==> src/design/nsc_pkg.sv <==
package nsc_pkg;

    // Longest line that is still checked; longer lines report overflow
    localparam int MAX_LINE = 255;
    localparam int CNT_W    = $clog2(MAX_LINE + 2);
    localparam int MIN_LINE = 10;

    // Character codes
    localparam logic [7:0] CH_LF     = 8'h0A;
    localparam logic [7:0] CH_CR     = 8'h0D;
    localparam logic [7:0] CH_DOLLAR = 8'h24;
    localparam logic [7:0] CH_STAR   = 8'h2A;
    localparam logic [23:0] TRIO_GGA = 24'h474741;
    localparam logic [23:0] TRIO_RMC = 24'h524D43;

    // Verdict codes
    localparam logic [2:0] ST_OK       = 3'd0;
    localparam logic [2:0] ST_SHORT    = 3'd1;
    localparam logic [2:0] ST_NO_DOLL  = 3'd2;
    localparam logic [2:0] ST_NO_STAR  = 3'd3;
    localparam logic [2:0] ST_BAD_HEX  = 3'd4;
    localparam logic [2:0] ST_MISMATCH = 3'd5;
    localparam logic [2:0] ST_OVERFLOW = 3'd6;

    localparam logic [1:0] KIND_NONE = 2'd0;
    localparam logic [1:0] KIND_GGA  = 2'd1;
    localparam logic [1:0] KIND_RMC  = 2'd2;

    // Per-line running state
    typedef struct packed {
        logic [CNT_W-1:0] count;
        logic [7:0]       run_xor;
        logic             star;
        logic [1:0]       tail;
        logic [7:0]       hex;
        logic             hex_bad;
        logic             first_dollar;
        logic [15:0]      recent;
        logic [1:0]       kind;
        logic             cr;
    } t_line_st;

    // Hex digit value; bit 4 set means not a hex digit
    function automatic logic [4:0] nibble_of(logic [7:0] c);
        logic [4:0] r;
        r = 5'h10;
        if (c >= 8'h30 && c <= 8'h39) r = {1'b0, c[3:0]};
        else if ((c >= 8'h41 && c <= 8'h46) || (c >= 8'h61 && c <= 8'h66))
            r = {1'b0, c[3:0] + 4'd9};
        return r;
    endfunction

    // Fold one character into the line state
    function automatic t_line_st take_char(t_line_st s, logic [7:0] c);
        t_line_st   n;
        logic [4:0] nib;
        logic [23:0] trio;
        n    = s;
        nib  = nibble_of(c);
        trio = {s.recent, c};
        if (s.count <= CNT_W'(MAX_LINE)) n.count = s.count + 1'b1;
        if (s.count == '0) n.first_dollar = (c == CH_DOLLAR);
        if (s.star) begin
            if (s.tail < 2'd2) begin
                if (nib[4]) n.hex_bad = 1'b1;
                else n.hex = {s.hex[3:0], nib[3:0]};
                n.tail = s.tail + 2'd1;
            end
        end else if (c == CH_STAR) begin
            n.star = 1'b1;
        end else if (s.count != '0) begin
            n.run_xor = s.run_xor ^ c;
        end
        if (trio == TRIO_GGA) n.kind[0] = 1'b1;
        if (trio == TRIO_RMC) n.kind[1] = 1'b1;
        n.recent = trio[15:0];
        return n;
    endfunction

endpackage

==> src/design/nsc_line_tracker.sv <==
module nsc_line_tracker (
    input  logic              i_clk,
    input  logic              i_rst_n,
    input  logic              i_take,
    input  logic [7:0]        i_byte,
    output nsc_pkg::t_line_st o_line
);
    import nsc_pkg::*;

    t_line_st r_line;
    t_line_st n_line;
    t_line_st w_after_cr;
    t_line_st w_after_byte;

    // Held carriage return is folded in first when a non line feed follows
    always_comb begin
        w_after_cr   = take_char(r_line, CH_CR);
        w_after_byte = take_char(r_line.cr ? w_after_cr : r_line, i_byte);
        n_line       = r_line;
        if (i_take) begin
            if (i_byte == CH_LF) begin
                n_line = '0;
            end else if (r_line.cr) begin
                if (i_byte == CH_CR) begin
                    n_line = w_after_cr;
                end else begin
                    n_line    = w_after_byte;
                    n_line.cr = 1'b0;
                end
            end else if (i_byte == CH_CR) begin
                n_line.cr = 1'b1;
            end else begin
                n_line = w_after_byte;
            end
        end
    end

    always_ff @(posedge i_clk) begin
        if (!i_rst_n) begin
            r_line <= '0;
        end else begin
            r_line <= n_line;
        end
    end

    assign o_line = r_line;

endmodule

==> src/design/nsc_verdict_reg.sv <==
module nsc_verdict_reg (
    input  logic              i_clk,
    input  logic              i_rst_n,
    input  logic              i_fire,
    input  nsc_pkg::t_line_st i_line,
    input  logic              i_stall,
    output logic              o_valid,
    output logic [2:0]        o_status,
    output logic [1:0]        o_sentence_kind,
    output logic [7:0]        o_line_length,
    output logic [7:0]        o_computed_sum,
    output logic [7:0]        o_given_sum
);
    import nsc_pkg::*;

    logic       r_valid;
    logic       n_valid;
    logic [2:0] r_status;
    logic [1:0] r_kind;
    logic [7:0] r_len;
    logic [7:0] r_csum;
    logic [7:0] r_gsum;
    logic [2:0] w_status;
    logic [1:0] w_kind;
    logic [7:0] w_len;
    logic       w_tail_full;

    // First failing check wins
    always_comb begin
        w_tail_full = (i_line.tail == 2'd2);
        if (i_line.count > CNT_W'(MAX_LINE))              w_status = ST_OVERFLOW;
        else if (i_line.count < CNT_W'(MIN_LINE))         w_status = ST_SHORT;
        else if (!i_line.first_dollar)                    w_status = ST_NO_DOLL;
        else if (!i_line.star || !w_tail_full)            w_status = ST_NO_STAR;
        else if (i_line.hex_bad)                          w_status = ST_BAD_HEX;
        else if (i_line.run_xor != i_line.hex)            w_status = ST_MISMATCH;
        else                                              w_status = ST_OK;
        if (i_line.kind[0])      w_kind = KIND_GGA;
        else if (i_line.kind[1]) w_kind = KIND_RMC;
        else                     w_kind = KIND_NONE;
        if (i_line.count > CNT_W'(255)) w_len = 8'hFF;
        else                            w_len = i_line.count[7:0];
    end

    // Output register: a new verdict only lands when the slot is free
    always_comb begin
        n_valid = r_valid;
        if (i_fire)        n_valid = 1'b1;
        else if (!i_stall) n_valid = 1'b0;
    end

    always_ff @(posedge i_clk) begin
        if (!i_rst_n) begin
            r_valid <= 1'b0;
        end else begin
            r_valid <= n_valid;
        end
    end

    always_ff @(posedge i_clk) begin
        if (i_fire) begin
            r_status <= w_status;
            r_kind   <= w_kind;
            r_len    <= w_len;
            r_csum   <= i_line.run_xor;
            r_gsum   <= (w_tail_full && !i_line.hex_bad) ? i_line.hex : 8'h00;
        end
    end

    assign o_valid         = r_valid;
    assign o_status        = r_status;
    assign o_sentence_kind = r_kind;
    assign o_line_length   = r_len;
    assign o_computed_sum  = r_csum;
    assign o_given_sum     = r_gsum;

endmodule

==> src/design/nmea_sentence_checker_unit.sv <==
// NMEA sentence checker: takes one received byte per cycle and, for every
// line feed, delivers one verdict (status, GGA/RMC kind, length, computed and
// given checksum) on the line; a carriage return right before the line feed
// is dropped. Bytes pass an input register, then the state update, whose
// line-feed case loads the output register, so a verdict is registered as
// its line feed leaves the input register. Throughput
// is one byte per cycle; the only back-pressure is a line feed waiting in the
// input register while the previous verdict is still stalled in the output
// register.
module nmea_sentence_checker_unit (
    input  logic       i_clk,
    input  logic       i_rst_n,
    input  logic       i_valid,
    input  logic [7:0] i_rx_byte,
    output logic       o_stall,
    output logic       o_valid,
    output logic [2:0] o_status,
    output logic [1:0] o_sentence_kind,
    output logic [7:0] o_line_length,
    output logic [7:0] o_computed_sum,
    output logic [7:0] o_given_sum,
    input  logic       i_stall
);
    import nsc_pkg::*;

    logic       r_in_valid;
    logic       n_in_valid;
    logic [7:0] r_in_byte;
    logic       w_accept;
    logic       w_advance;
    logic       w_is_lf;
    logic       w_out_free;
    t_line_st   w_line;

    // Byte moves on unless it is a line feed and the verdict slot is busy
    assign w_is_lf    = (r_in_byte == CH_LF);
    assign w_out_free = !o_valid || !i_stall;
    assign w_advance  = r_in_valid && (!w_is_lf || w_out_free);
    assign o_stall    = r_in_valid && !w_advance;
    assign w_accept   = i_valid && !o_stall;

    always_comb begin
        n_in_valid = r_in_valid;
        if (w_accept)       n_in_valid = 1'b1;
        else if (w_advance) n_in_valid = 1'b0;
    end

    always_ff @(posedge i_clk) begin
        if (!i_rst_n) begin
            r_in_valid <= 1'b0;
        end else begin
            r_in_valid <= n_in_valid;
        end
    end

    always_ff @(posedge i_clk) begin
        if (w_accept) begin
            r_in_byte <= i_rx_byte;
        end
    end

    nsc_line_tracker u_tracker (
        .i_clk   (i_clk),
        .i_rst_n (i_rst_n),
        .i_take  (w_advance),
        .i_byte  (r_in_byte),
        .o_line  (w_line)
    );

    nsc_verdict_reg u_verdict (
        .i_clk           (i_clk),
        .i_rst_n         (i_rst_n),
        .i_fire          (w_advance && w_is_lf),
        .i_line          (w_line),
        .i_stall         (i_stall),
        .o_valid         (o_valid),
        .o_status        (o_status),
        .o_sentence_kind (o_sentence_kind),
        .o_line_length   (o_line_length),
        .o_computed_sum  (o_computed_sum),
        .o_given_sum     (o_given_sum)
    );

endmodule

==> config.mk <==
export PLATFORM = sky130hd
export DESIGN_NAME = nmea_sentence_checker_unit
export DESIGN_NICKNAME = d
export VERILOG_FILES = /design/src/design/nsc_pkg.sv /design/src/design/nsc_line_tracker.sv /design/src/design/nsc_verdict_reg.sv /design/src/design/nmea_sentence_checker_unit.sv
export SDC_FILE = /design/constraint.sdc
export NUM_CORES = 1
export LEC_CHECK = 0
export BUFFER_PORTS_ARGS = -buffer_cell sky130_fd_sc_hd__clkbuf_2
export CAP_MARGIN = 20
export CORE_ASPECT_RATIO = 1.5
export CORE_MARGIN = 2
export CORE_UTILIZATION = 40
export CTS_CLUSTER_SIZE = 14
export DETAILED_ROUTE_END_ITERATION = 10
export PLACE_DENSITY = 0.55
export SETUP_SLACK_MARGIN = 0.02
export SYNTH_ARGS = -nofsm -noshare
export SYNTH_HDL_FRONTEND = slang
export SYNTH_SLANG_ARGS = --single-unit
==> constraint.sdc <==
create_clock -name i_clk -period 7.5 [get_ports i_clk]
set_input_delay 0.375 -clock i_clk [delete_from_list [all_inputs] [get_ports i_clk]]
set_output_delay 0.375 -clock i_clk [all_outputs]
set_load 0.02 [all_outputs]
# Word-level counts from Yosys, hierarchy flattened
# Index checks and enable logic that the tools add are counted.
# W data, S select, Z words.
[classes]
addsub = 5
mux = 36
reduce_logical = 27
n_eq_ne = 11
n_lt_le_gt_ge = 12
bitwise = 2
[op_table]
columns = ["cell", "count"]
rows = [
  ["$mux W49", 4],
  ["$eq A24 B23 Y1 const B", 2],
  ["$mux W48", 1],
  ["$mux W11", 4],
  ["$mux W9", 3],
  ["$mux W8", 3],
  ["$add A9 B1 Y9 const B", 2],
  ["$le A9 B8 Y1 const B", 2],
  ["$logic_not A9 Y1", 2],
  ["$reduce_bool A9 Y1", 2],
  ["$eq A8 B4 Y1 const B", 2],
  ["$eq A8 B6 Y1 const B", 2],
  ["$ge A8 B7 Y1 const B", 2],
  ["$le A8 B7 Y1 const B", 2],
  ["$mux W3", 5],
  ["$mux W1", 11],
  ["$mux W5", 2],
  ["$gt A9 B8 Y1 const B", 1],
  ["$lt A9 B4 Y1 const B", 1],
  ["$ge A8 B6 Y1 const B", 1],
  ["$le A8 B6 Y1 const B", 1],
  ["$logic_and A1 B1 Y1", 8],
  ["$logic_not A1 Y1", 8],
  ["$mux W4", 2],
  ["other kinds (14)", 20],
]
[word_totals]
word_cells = 111
regBits = 88
out_inout_bits = 31
input_bits = 12

# Logic depth before layout (Yosys ltp)
[depth]
ltp_word = 11
mapped_depth = 12

# Cells and area by module
# A second synthesis with hierarchy kept.
[hier_totals]
cells_unflattened = 515
area_unflattened_um2 = 4835.9
[modules_own_cells]
columns = ["module", "cells_per_inst", "instances", "area_each_um2", "seq_area_each_um2"]
rows = [
  ["nsc_line_tracker", 420, 1, 3274.4, 980.9],
  ["nsc_verdict_reg", 74, 1, 1212.4, 890.9],
  ["nmea_sentence_checker_unit", 21, 1, 349.1, 260.2],
]

# Worst setup path after synthesis
# OpenSTA, ideal clock, no wires.
[synth_timing]
path_kind = "register to register"
from = "register r_in_byte[4]"
to = "register u_tracker.r_line (netlist bit u_tracker.o_line[1])"
arrival_ns = 3.426
t_required_ns = 7.383
path_stages_with_launch = 10
slack_ns = 3.957
setup_ns = 0.117
cell_sequence = "edfxtp_1 -> buf_2 -> or3_1 -> buf_2 -> nor3_4 -> nand2_1 -> a21oi_1 -> nand2b_1 -> buf_2 -> nor2_1"
[synth_between]
elab_chain_cells = 5
word_cells_on_any_way = 13
classes_between = "4 x eq/ne; 5 x mux; 4 x reduce/logical"
[synth_lines]
columns = ["element", "line_no", "source"]
rows = [
  ["start: declaration", "nmea_sentence_checker_unit.sv:28", "logic [7:0] r_in_byte;"],
  ["start signal: assignment", "nmea_sentence_checker_unit.sv:58", "r_in_byte <= i_rx_byte;"],
  ["$eq A24 B23 Y1 / $eq A8 B4 Y1 (equally long branches)", "nsc_pkg.sv:74, nsc_line_tracker.sv:21, nmea_sentence_checker_unit.sv:36", ""],
  ["$mux W1 / $logic_not A1 Y1 (equally long branches)", "nsc_pkg.sv:74, nmea_sentence_checker_unit.sv:38", ""],
  ["$mux W48 (tied with other cells)", "nsc_line_tracker.sv:30", "end else if (i_byte == CH_CR) begin"],
  ["$mux W49 / $logic_and A1 B1 Y1 (equally long branches)", "nsc_line_tracker.sv:23, nmea_sentence_checker_unit.sv:38", ""],
  ["$mux W49 / $reduce_and A2 Y1 (equally long branches)", "--", ""],
  ["end signal: assignment", "nsc_line_tracker.sv:42", "r_line <= n_line;"],
  ["end: declaration", "nsc_line_tracker.sv:10", "t_line_st r_line;"],
]
# Several ways; a longest one is shown, not always the timed one. The select of a mux whose other input is x is not followed.
# A chain may end at the register's enable or synchronous reset.

# Final worst setup path
[layout_timing]
from = "register u_tracker.r_line (netlist bit u_tracker.o_line[40])"
to = "register u_tracker.r_line (netlist bit u_tracker.o_line[40])"
[layout_between]
elab_chain_cells = 8
word_cells_on_any_way = 11
classes_between = "2 x add/sub; 2 x order compare; 7 x mux"
[layout_lines]
columns = ["element", "line_no", "source"]
rows = [
  ["$add A9 B1 Y9 / $le A9 B8 Y1 (equally long branches)", "nsc_pkg.sv:61", "if (s.count <= CNT_W'(MAX_LINE)) n.count = s.count + 1'b1;"],
  ["$mux W9", "nsc_pkg.sv:61", ""],
  ["$mux W49", "nsc_line_tracker.sv:18", "w_after_byte = take_char(r_line.cr ? w_after_cr : r_line, i_byte);"],
  ["$add A9 B1 Y9 / $le A9 B8 Y1 (equally long branches)", "nsc_pkg.sv:61", ""],
  ["$mux W9", "nsc_pkg.sv:61", ""],
  ["$mux W48 / $mux W49 (equally long branches)", "nsc_line_tracker.sv:30, nsc_line_tracker.sv:24", ""],
  ["$mux W49 *", "nsc_line_tracker.sv:23", "end else if (r_line.cr) begin"],
  ["$mux W49 *", "nsc_line_tracker.sv:21", "if (i_byte == CH_LF) begin"],
]
# Mark *: on every way between the ends. The rest lies on a longest branch, timed or not. The select of a mux whose other input is x is not followed.

==> out/qor.csv <==
stage,metric,value,unit
placement,final HPWL from detailed placement,9169,um
clock_tree,CTS clock-pin slew for the worst setup and hold paths,0.07,ns
synth,synth top area cells,"edfxtp_1, dfxtp_1, a21oi_1, nor2_1, nand2_1",
setup_path,critical path type,reg -> reg,
synth,Mapped Area,0.004873,sq mm
synth,Mean Syn Cell Area,9.463,sq um
setup_path,reg2reg setup slack,3.84,ns
placement,RePlAce Congestion,0.9164,
detailed_routing,Initial DRC Count,239,
clock_tree,CTS tree,done,
timing,Setup TNS Final,0,ns
global_route,vias in the first global route,3931,
timing,fmax,273.0,MHz
clock_tree,H-tree depth,3,
timing,Final min period,3.662,ns
cells_and_area,fin nets,564,
cells_and_area,Syn-to-layout area delta,12.66,%
cells_and_area,register area,0.002132,sq mm
flow_run,max-cap check violation count,0,
detailed_routing,DRT Pass-1 Iters,4,
setup_path,required time of the critical path,7.78,ns
floorplanning,Die H,139.2,um
synth,register area share after synthesis,43.75,%
cells_and_area,area of the multi-input gates,0.002556,sq mm
min_path,Hold Path Class,in -> reg,
cells_and_area,number of diodes,0,
floorplanning,Die ar.,0.01310,sq mm
detailed_routing,vias per cell,5.797,
setup_path,Worst Path Arrival,3.95,ns
synth,Yosys reg bits,88,
power_and_ir_drop,Cell Pwr Density,204.9,mW/mm^2
timing,final-report hold violation count,0,
clock_tree,CTS root buf,clkbuf_16,
clock_tree,maximum clock insertion buffer count,2,
cells_and_area,Filler Cell Count,1185,
power_and_ir_drop,worst vdd ir,0.1328,mV
clock_tree,hold buffers post-CTS,0,
global_route,GRT Resource Usage Total,20.27,%
cells_and_area,"Cell Count, Final, Fillers Out",699,
cells_and_area,layout cells sized above 1,18.32,%
clock_tree,cts repair resizes,0,
synth,Synth warnings,0,
synth,Main synth FF type,dfxtp_1,
synth,gate count of the mapped netlist,515,
floorplanning,core area,0.01196,sq mm
setup_path,Crit. End Element,register,
timing,Relative slew margins,35.15,%
placement,IO buf count,42,
floorplanning,initial core utilization,40.76,%
global_route,largest net degree at the start of global routing,31,
clock_tree,setup bufs post-CTS,0,
timing,Clock Skews,0.01011,ns
power_and_ir_drop,Pwr Total,1.125,mW
timing,Final Cycle Share,48.83,%
clock_tree,"Clk Latency, worst-skew pair",0.35,ns
synth,number of enable flip-flop cells after synthesis,37,
detailed_routing,final wirelength,12640,um
placement,Placed Cells,683,
timing,RSZ-0062 raised after global routing,no,
detailed_routing,via count,4052,
synth,unique cell type count in the Yosys netlist,81,
timing,"Setup violations, final",0,
detailed_routing,Final ANT Viol Nets,0,
setup_path,startpoint types,register,
detailed_routing,DR WL/cell,18.08,um
synth,post-synth top area share,22.80,%
global_route,total gr overflow,0,
clock_tree,TritonCTS Buffers,9,
clock_tree,clk sink count,88,
synth,cell taking the most area after synthesis,edfxtp_1,
synth,Post-Syn Nets,538,
setup_path,Critical Path Fanout Max,10,
run_status,status,completed,
power_and_ir_drop,leakage power,2.064,nW
timing,Max Slew Vio Count,0,
detailed_routing,drc violations,0,
timing,Tightest Pin Transition,0.9706,ns
floorplanning,num ports,43,
floorplanning,chip width,94.13,um
global_route,first-pass GRT wire length,20610,um
global_route,initial antenna violation count,0,
synth,fraction of registers with async set/reset,0,%
floorplanning,FP Rows,49,
==> state kept, by name, indices dropped and copies added (netlist names) <==
name and flops:
r_in_byte 8, r_in_valid 1, u_tracker.o_line 49, u_verdict.o_computed_sum 8
u_verdict.o_given_sum 8, u_verdict.o_line_length 8, u_verdict.o_sentence_kind 2, u_verdict.o_status 3
u_verdict.o_valid 1
==> metrics by stage <==
stage / hold WS, ns / setup slack, ns / utilization, % / cell area (sq um)
4_1_cts: 0.1840 / 3.849 / 45.92 / 5490
6_report: 0.1960 / 3.838 / 45.92 / 5490
3_5_place_dp: 0.4577 / 3.876 / 43.11 / 5154
5_1_grt: 0.1852 / 3.577 / 45.92 / 5490
2_1_floorplan: 0.4290 / 3.957 / - / 4873
3_3_place_gp: 0.4439 / 3.992 / 43.11 / 5154
==> area by class of cell <==
cell class	instances	share of cell area, %
clock buffer	10	4.353
clock inverter	6	1.778
inverter	15	1.026
multi-input combinational	384	46.56
sequential	88	38.83
tap	153	3.487
timing repair buffer	43	3.965
==> worst paths after layout <==
| kind | to | depth (start not counted) | startpoint |
|---|---|---|---|
| worst max register to register | u_tracker.o_line[40]$_SDFFE_PN0P_ | 12 | u_tracker.o_line[40]$_SDFFE_PN0P_ |
| worst min-delay path | r_in_byte[7]$_DFFE_PP_ | 1 | i_rx_byte[7] |
| worst max-delay path | u_tracker.o_line[40]$_SDFFE_PN0P_ | 12 | u_tracker.o_line[40]$_SDFFE_PN0P_ |
| worst min register to register | u_tracker.o_line[11]$_SDFFE_PN0P_ | 2 | u_tracker.o_line[11]$_SDFFE_PN0P_ |
==> worst max-delay path, stage by stage (launching register included) <==
cell	delay, ns
dfxtp_1	0.53
ha_1	0.31
nand2b_1	0.22
nor2_1	0.08
a21oi_1	0.57
nand2_1	0.22
mux2_2	0.34
ha_1	0.24
nor4b_2	0.35
a21boi_1	0.18
and2_1	0.18
o31a_1	0.28
o21ai_1	0.10
==> where the power goes <==
part | internal, mW | switching [mW]
registers | 0.509 | 0.0199
clock network | 0.306 | 0.200
logic | 0.0347 | 0.0548
total | 0.850 | 0.275
==> kinds of logic after synthesis <==
logic type	count (synthesis)	synth area share [%]
and+or+nand+nor	211	24.70
AOI/OAI and AO/OA	130	18.23
DFF	88	43.75
buffers and inverters	43	4.031
xor gates and xnor gates	16	3.030
muxes	16	3.440
adders and majority gates	11	2.824
==> routing by layer <==
layer	vias up	track usage (%)	part of all wire, %
met5	-	0	0
met4	0	9.230	3.4
met3	25	3.913	3.6
met2	116	34.17	50
met1	1943	24.64	43
li1	1968	-	-
==> cell usage after synthesis (all sizes together), types with 4 or more instances <==
master,instances
nand3,17
and3,5
o31ai,5
a21oi,37
nand4b,4
buf,16
mux2i,13
nor3,12
a211oi,4
and2,14
clkbuf,12
nor2,49
a31oi,7
a32oi,6
or2,10
o211ai,10
nand2,46
inv,15
xnor2,15
nor4,5
ha,11
nand4,16
a22oi,6
nor2b,5
nand2b,6
dfxtp,51
o21ai,24
or3,4
edfxtp,37
==> cells in the final DEF (no fill, tap or decap), drive strengths merged, types with 4 or more instances in the layout <==
master / netlist / layout
nand3: 17 / 17
a22oi: 6 / 6
or2: 10 / 10
or3: 4 / 4
a211oi: 4 / 4
dfxtp: 51 / 51
o31ai: 5 / 5
nor2: 49 / 49
a21oi: 37 / 37
edfxtp: 37 / 37
nand2: 46 / 46
o211ai: 10 / 10
inv: 15 / 18
nor3: 12 / 12
nor2b: 5 / 5
and2: 14 / 14
nand2b: 6 / 6
xnor2: 15 / 15
and3: 5 / 5
mux2i: 13 / 13
a32oi: 6 / 6
o21ai: 24 / 24
a31oi: 7 / 7
nand4b: 4 / 4
ha: 11 / 11
nand4: 16 / 16
clkbuf: 12 / 52
nor4: 5 / 5
Note: power is estimated with default switching activity, not from simulation.
